[src/sset_pkg.sv]
// shared types, widths and status codes for the sorted set
package sset_pkg;

   localparam int CAPACITY_DEFAULT = 16;
   localparam int VALUE_W          = 32;
   localparam int INDEX_W          = 4;
   localparam int STATUS_W         = 3;
   localparam int COUNT_W          = 5;
   localparam int READ_SPAN        = 1 << INDEX_W;

   typedef enum logic [STATUS_W-1:0] {
      ST_INSERTED  = 3'd0,
      ST_DUP       = 3'd1,
      ST_FULL      = 3'd2,
      ST_READ_OK   = 3'd3,
      ST_BAD_INDEX = 3'd4
   } status_type;

   typedef enum logic {
      KIND_INSERT = 1'b0,
      KIND_READ   = 1'b1
   } kind_type;

   // broadcast from the control to every cell
   typedef struct packed {
      logic                      upd;
      logic signed [VALUE_W-1:0] value;
   } bcast_type;

endpackage

[src/sset_cell.sv]
// one storage cell of the sorted chain: compares and shifts in from its left neighbour
module sset_cell #(
   parameter int IDX = 0,
   parameter int HW  = 5
) (
   input  logic                               clock,
   input  sset_pkg::bcast_type                bcast,
   input  logic [HW-1:0]                      held,
   input  logic                               left_gt,
   input  logic signed [sset_pkg::VALUE_W-1:0] left_entry,
   output logic                               gt,
   output logic                               eq,
   output logic signed [sset_pkg::VALUE_W-1:0] entry
);

   logic signed [sset_pkg::VALUE_W-1:0] entry_ff;
   logic signed [sset_pkg::VALUE_W-1:0] entry_in;
   logic                                occupied;
   logic                                at_end;

   assign occupied = HW'(IDX) < held;
   assign at_end   = held == HW'(IDX);
   assign gt       = occupied & (entry_ff > bcast.value);
   assign eq       = occupied & (entry_ff == bcast.value);
   assign entry    = entry_ff;

   always_comb begin
      entry_in = entry_ff;
      if (bcast.upd) begin
         if (left_gt) begin
            entry_in = left_entry;
         end else if (gt || at_end) begin
            // first slot above the new value, or the first free slot
            entry_in = bcast.value;
         end
      end
   end

   always_ff @(posedge clock) begin
      entry_ff <= entry_in;
   end

endmodule

[src/sorted_set_insert.sv]
// top level: sorted set of signed values held in a chain of compare-and-shift cells
// the response is registered and valid in the cycle after the request is accepted
// throughput: one request per cycle; all cells compare and shift in parallel
// a pending response holds off new requests only while the response side stalls
// reset: synchronous, clears the entry count and the response valid; entries are not cleared
module sorted_set_insert #(
   parameter int CAPACITY = sset_pkg::CAPACITY_DEFAULT
) (
   input  logic                                clock,
   input  logic                                reset,
   input  logic                                req_valid,
   output logic                                req_stall,
   input  logic [0:0]                          req_kind,
   input  logic signed [sset_pkg::VALUE_W-1:0] req_value,
   input  logic [sset_pkg::INDEX_W-1:0]        req_index,
   output logic                                rsp_valid,
   input  logic                                rsp_stall,
   output logic [sset_pkg::STATUS_W-1:0]       rsp_status,
   output logic signed [sset_pkg::VALUE_W-1:0] rsp_read_value,
   output logic [sset_pkg::COUNT_W-1:0]        rsp_count
);

   localparam int HW = $clog2(CAPACITY + 1);
   localparam int NR = (CAPACITY < sset_pkg::READ_SPAN) ? CAPACITY : sset_pkg::READ_SPAN;
   localparam int CW = ((HW > sset_pkg::INDEX_W) ? HW : sset_pkg::INDEX_W) + 1;

   logic [HW-1:0]                        held_ff, held_in;
   logic                                 rsp_valid_ff, rsp_valid_in;
   sset_pkg::status_type                 status_ff, status_in;
   logic signed [sset_pkg::VALUE_W-1:0]  rd_ff, rd_in;
   logic [HW-1:0]                        count_ff;

   logic                                 accept;
   logic                                 dup;
   logic                                 full;
   logic                                 idx_ok;
   logic signed [sset_pkg::VALUE_W-1:0]  rd_sel;
   sset_pkg::bcast_type                  bcast;
   logic [CAPACITY-1:0]                  gt_v, eq_v;
   logic signed [sset_pkg::VALUE_W-1:0]  entry_v [CAPACITY];
   logic [HW+sset_pkg::COUNT_W-1:0]      count_wide;

   assign req_stall = rsp_valid_ff & rsp_stall;
   assign accept    = req_valid & ~req_stall;
   assign dup       = |eq_v;
   assign full      = held_ff >= HW'(CAPACITY);
   assign idx_ok    = CW'(req_index) < CW'(held_ff);

   assign bcast.upd   = accept & (req_kind == sset_pkg::KIND_INSERT) & ~dup & ~full;
   assign bcast.value = req_value;

   for (genvar i = 0; i < CAPACITY; i++) begin : g_cell
      if (i == 0) begin : g_first
         sset_cell #(.IDX(i), .HW(HW)) u_cell (
            .clock      (clock),
            .bcast      (bcast),
            .held       (held_ff),
            .left_gt    (1'b0),
            .left_entry (req_value),
            .gt         (gt_v[i]),
            .eq         (eq_v[i]),
            .entry      (entry_v[i])
         );
      end else begin : g_rest
         sset_cell #(.IDX(i), .HW(HW)) u_cell (
            .clock      (clock),
            .bcast      (bcast),
            .held       (held_ff),
            .left_gt    (gt_v[i-1]),
            .left_entry (entry_v[i-1]),
            .gt         (gt_v[i]),
            .eq         (eq_v[i]),
            .entry      (entry_v[i])
         );
      end
   end

   // only the first positions are reachable by the index field
   always_comb begin
      rd_sel = '0;
      for (int j = 0; j < NR; j++) begin
         if (CW'(req_index) == CW'(j)) begin
            rd_sel = entry_v[j];
         end
      end
   end

   always_comb begin
      held_in   = held_ff;
      status_in = status_ff;
      rd_in     = rd_ff;
      if (accept) begin
         rd_in = '0;
         if (req_kind == sset_pkg::KIND_INSERT) begin
            if (dup) begin
               status_in = sset_pkg::ST_DUP;
            end else if (full) begin
               status_in = sset_pkg::ST_FULL;
            end else begin
               status_in = sset_pkg::ST_INSERTED;
               held_in   = held_ff + 1'b1;
            end
         end else if (idx_ok) begin
            status_in = sset_pkg::ST_READ_OK;
            rd_in     = rd_sel;
         end else begin
            status_in = sset_pkg::ST_BAD_INDEX;
         end
      end
   end

   always_comb begin
      rsp_valid_in = rsp_valid_ff;
      if (accept) begin
         rsp_valid_in = 1'b1;
      end else if (!rsp_stall) begin
         rsp_valid_in = 1'b0;
      end
   end

   always_ff @(posedge clock) begin
      if (reset) begin
         held_ff      <= '0;
         rsp_valid_ff <= 1'b0;
      end else begin
         held_ff      <= held_in;
         rsp_valid_ff <= rsp_valid_in;
      end
   end

   always_ff @(posedge clock) begin
      status_ff <= status_in;
      rd_ff     <= rd_in;
      if (accept) begin
         count_ff <= held_in;
      end
   end

   assign count_wide     = {{sset_pkg::COUNT_W{1'b0}}, count_ff};
   assign rsp_valid      = rsp_valid_ff;
   assign rsp_status     = status_ff;
   assign rsp_read_value = rd_ff;
   assign rsp_count      = count_wide[sset_pkg::COUNT_W-1:0];

endmodule

[config.mk]
export PLATFORM = sky130hd
export DESIGN_NAME = sorted_set_insert
export DESIGN_NICKNAME = d
export VERILOG_FILES = /design/src/sset_pkg.sv /design/src/sset_cell.sv /design/src/sorted_set_insert.sv
export SDC_FILE = /design/constraint.sdc
export NUM_CORES = 2
export LEC_CHECK = 0
export ABC_CLOCK_PERIOD_IN_PS = 6100
export BUFFER_PORTS_ARGS = -buffer_cell sky130_fd_sc_hd__buf_2
export CAP_MARGIN = 15
export CORE_AREA = 2 2 339 240
export DETAILED_ROUTE_END_ITERATION = 8
export DIE_AREA = 0 0 341 242
export PLACE_DENSITY = 0.68
export SETUP_SLACK_MARGIN = 0.4
export SLEW_MARGIN = 20
export SYNTH_ARGS = -nofsm -noshare
export SYNTH_HDL_FRONTEND = slang
export SYNTH_SLANG_ARGS = --single-unit
[constraint.sdc]
create_clock -name clock -period 6.1 [get_ports clock]
set_clock_uncertainty 0.15 [all_clocks]
set_input_delay 1.22 -clock clock [delete_from_list [all_inputs] [get_ports clock]]
set_output_delay 1.22 -clock clock [all_outputs]
set_load 0.02 [all_outputs]
==> results.md <==
- The run finished with clean final reports.
- Using the TritonRoute via totals, the vias-per-cell ratio works out to a little under 7.
- Timing would allow up to just under 200 MHz.
- Routability-driven placement finished with a final weighted congestion of between 1 and 1.5.
- The maximum number of pins on one net before global-route repair is between 60 and 70.
- Counting along the longest clock path gives a buffer depth of 3.
- The combinational family with the most area after synthesis is adder cells.
- The total clock sinks is ~560.
- The number of levels in the clock H-tree is 2.
- The total standard cell area after synthesis is 0.0393 mm2.
- Of the total synthesized cell area, the portion taken by full adders, half adders and majority gates is 0.165.
- The total via count in the routed design is approximately 32000.
- The die covers 0.0825 mm2.
- The setup path with the least slack is of type input port to register.
- The count of flip-flops with a built-in enable after synthesis is about 550.
- The hold violation total from the final report came to 0.
- The number of instances in the synthesized netlist is roughly 3400.
- For this run, the leading register cell type out of synthesis is edfxtp_1.
- The number of top-level pins is between 80 and 90.
- Adding up every negative setup slack in the final design gives 0 ns.
- The die outline height is around 240 um.
- The first global-routing pass estimated roughly 200000 um of wire.
- The number of cells traversed by the worst register-to-register path is 11.
- At the end of the flow, the number of nets in the layout was between 4000 and 5000.
- The complex-gate fraction of the synthesized area is 0.131.
- The detailed placement HPWL is approximately 110000 um.
- In this run the power density over the cells is 219 mW/mm2.
- The number of different library cells used by synthesis comes to 89.
- The xor/xnor share of the synthesized area is 0.000859.
- The max-cap check violation count is 0.
- After clock tree synthesis, the setup repair step added 0 buffers.
- The via count of the first global-routing pass is 30100.
- Setup violations remaining at the end of the flow were counted as 0.
- The wire length reported by the detailed router is around 140000 um.
- Along the worst hold path, the cell count comes to 1.
- The data arrival time of the critical path is approximately 5.3 ns.
- Measured against the total synthesized area, the mux share comes to 0.148.
- The library cell used as clock root buffer is clkbuf_16.
- In the routed design, unresolved DRC markers number 0.
- The initial utilization of the core area, before any placement, comes to 0.494.
- Setup repair after global routing left no endpoint under its margin.
- The internal portion of the total power is between 7 and 8 mW.
- In this run the static leakage power is about 17 nW.
- The post-detailed-route count of antenna-violating nets is 0.
- TritonCTS built the clock tree.
- The combinational share of power is 0.140.
- The switching part of the total is 0.265.
- The clock insertion delay at the later pin of the skew report is approximately 0.7 ns.
- The clock buffer count from CTS is just under 60.
- The first detailed-routing pass took 6 iterations.
- Of the available clock period, the critical path in the final layout requires 0.831.
- The worst hold path belongs to the class register to register.
- Of the synthesized area, sequential elements account for 0.425.
- The type of element launching the critical path is an input port.
- The die span in x is 341 um.
- The cell total after placement is 4551.
- Relative to the synthesized area, the layout overhead comes to 12.0%.
- Before CTS, the worst setup slack after placement is 0.408 ns.
- The post-layout minimum cycle time is just over 5 ns.
- The post-synthesis net count is approximately 4000.
- The number of filler cells placed in the layout is 6704.
- Of the cells placed in the final design, the portion with a size suffix greater than 1 is 0.237.
- The count of buffers inserted at the top-level ports is between 80 and 90.
- The number of synthesized register bits is 558.
- The post-layout worst setup margin is between 1 and 1.5 ns.
- The total routing usage reported by global routing is 0.334.
- Of the total power, registers draw 0.446.
- The post-cts sizing count is 0.
- The highest net fanout along the worst path is 32.
- The detailed router's first-iteration violation count is roughly 4900.
- After clock tree synthesis, the clock-pin slew on the worst setup and hold paths is approximately 0.060 ns.
- Summed over all nets, the switching power comes to 2.55 mW.
- The number of antenna violations at the first check in global routing is 2.
- Row generation in the floorplan step produced just under 90 rows.
- The slew at the pin closest to its max-slew limit is roughly 1.3 ns.
- The routed wire length per instance is between 30 and 40 um.
- The required time at the worst-slack endpoint is about 6.3 ns.
- The count of placed standard cells in the final layout, fillers left out is about 4700.
- Headroom to the max-slew limit came out at 0.138.
- The synthesized-area fraction occupied by and/or/nand/nor cells is 0.0987.
- Global routing finished with a remaining overflow of 0.
- The worst vdd rail ir drop is approximately 0.25 mV.
- STA classifies the critical path endpoint as a register.
- The number of slew-limit violations in the final report came to 0.
- The fraction of power consumed by the clock network is 0.415.
- The core box area is between 0.07 and 0.08 mm2.
- The share of synthesized registers carrying an async set or reset is 0.
- Averaged over all synthesized cells, the footprint is roughly 12 um2.
- The yosys synthesis warning count is 0.
- The number of hold buffers added after CTS was 0.
==> layout make-up <==
cell class / instances / area (um2) / area share
Timing Repair Buffer: 248 / 1880 / 0.0427
Tap cell: 1068 / 1340 / 0.0304
Multi-Input combinational cell: 2594 / 21700 / 0.494
Antenna cell: 2 / 5.00 / 0.000114
Sequential cell: 558 / 16700 / 0.379
Clock inverter: 37 / 452 / 0.0103
Clock buffer: 72 / 1610 / 0.0365
Inverter: 86 / 323 / 0.00733
==> Yosys cell counts, types with 57 or more instances <==
library cell	instances	area [um2]
a21o_1	57	428
a21oi_1	214	1070
a22oi_1	64	480
clkbuf_1	87	327
edfxtp_1	552	16600
ha_1	518	6480
inv_1	85	319
mux2_2	409	4610
nand2_1	163	612
nand3_1	131	656
nand4_1	99	619
nor2_1	161	604
o21ai_0	214	1070
==> per-stage QoR <==
stage | instance area (um2) | utilization | hold WS, ns | power (mW)
floorplan | 39300 | - | 0.394 | 5.13
global placement | 41900 | 0.526 | 0.414 | 5.63
detailed placement | 41900 | 0.526 | 0.422 | 5.65
CTS | 43900 | 0.552 | 0.439 | 9.58
global route | 44000 | 0.553 | 0.469 | 9.85
finish | 44000 | 0.553 | 0.437 | 9.63
==> critical path: stages <==
cell,delay (ns)
buf_2,0.35
inv_1,0.39
buf_4,0.28
ha_1,0.27
nand4_1,0.10
nor4_2,0.55
nand4_1,0.44
o22ai_1,0.36
nor4_1,0.10
buf_4,0.15
nand4_1,0.11
buf_4,0.25
buf_4,0.26
a31oi_4,0.04
buf_4,0.31
==> metal layers <==
metal | global-route usage | vias up | wire [um]
met5 | 0.0116 | - | 146
met4 | 0.101 | 4 | 4360
met3 | 0.108 | 254 | 21800
met2 | 0.444 | 2213 | 54800
met1 | 0.506 | 15500 | 59800
li1 | - | 13700 | -
==> power groups by stage <==
stage / combinational [mW] / sequential (mW) / clock [mW]
floorplan: 0.745 / 4.39 / 0
finish: 1.34 / 4.29 / 3.99
global route: 1.42 / 4.29 / 4.14
detailed placement: 1.28 / 4.37 / 0
global placement: 1.25 / 4.37 / 0
CTS: 1.29 / 4.29 / 4.00
==> layout by cell type (no fill, tap or decap), types with 11 or more instances in the layout <==
cell | netlist | routed
a211oi_1 | 28 | 28
a21o_1 | 57 | 57
a21oi_1 | 214 | 212
a221oi_1 | 16 | 16
a22oi_1 | 64 | 64
a31oi_1 | 27 | 14
a31oi_4 | 0 | 13
and2_1 | 16 | 16
buf_12 | 3 | 12
buf_2 | 47 | 80
buf_4 | 22 | 151
bufinv_16 | 0 | 11
clkbuf_16 | 0 | 61
clkinv_1 | 0 | 13
clkinv_2 | 0 | 12
edfxtp_1 | 552 | 552
ha_1 | 518 | 518
inv_1 | 85 | 84
mux2_2 | 409 | 409
mux2_4 | 28 | 28
mux2i_1 | 43 | 41
mux4_2 | 13 | 13
nand2_1 | 163 | 163
nand2b_1 | 19 | 19
nand3_1 | 131 | 131
nand4_1 | 99 | 99
nor2_1 | 161 | 157
nor2b_1 | 36 | 35
nor3_1 | 49 | 48
nor4_1 | 12 | 11
o2111ai_1 | 11 | 11
o211ai_1 | 28 | 28
o21ai_0 | 214 | 214
o221ai_1 | 27 | 27
o22ai_1 | 44 | 44
o311ai_0 | 14 | 14
==> logic make-up after synthesis <==
family                   after synthesis
AO/OA/AOI/OAI                        817
AND/OR/NAND/NOR                      756
flip-flops                           558
adder cells (fa/ha/maj)              518
multiplexers                         500
buffers and inverters                260
XOR/XNOR                               3
==> worst paths after layout <==
| path | startpoint | end | slack [ns] |
|---|---|---|---|
| max | req_value[16] | g_cell[2].g_rest.u_cell.entry[29]$_DFFE_PP_ | 1.03 |
| min | g_cell[5].g_rest.u_cell.entry[0]$_DFFE_PP_ | g_cell[6].g_rest.u_cell.entry[0]$_DFFE_PP_ | 0.44 |
| max reg2reg | g_cell[1].g_rest.u_cell.entry[31]$_DFFE_PP_ | g_cell[2].g_rest.u_cell.entry[29]$_DFFE_PP_ | 1.72 |
| min reg2reg | g_cell[5].g_rest.u_cell.entry[0]$_DFFE_PP_ | g_cell[6].g_rest.u_cell.entry[0]$_DFFE_PP_ | 0.44 |
==> flip-flops by register name, summed over array words and instances, names as in the netlist <==
signal and cells:
g_cell.g_rest.u_cell.entry 480, g_cell.g_first.u_cell.entry 32, rsp_read_value 32, held_ff 5
rsp_count 5, rsp_status 3, rsp_valid 1
(Power assumes the default switching activity.)
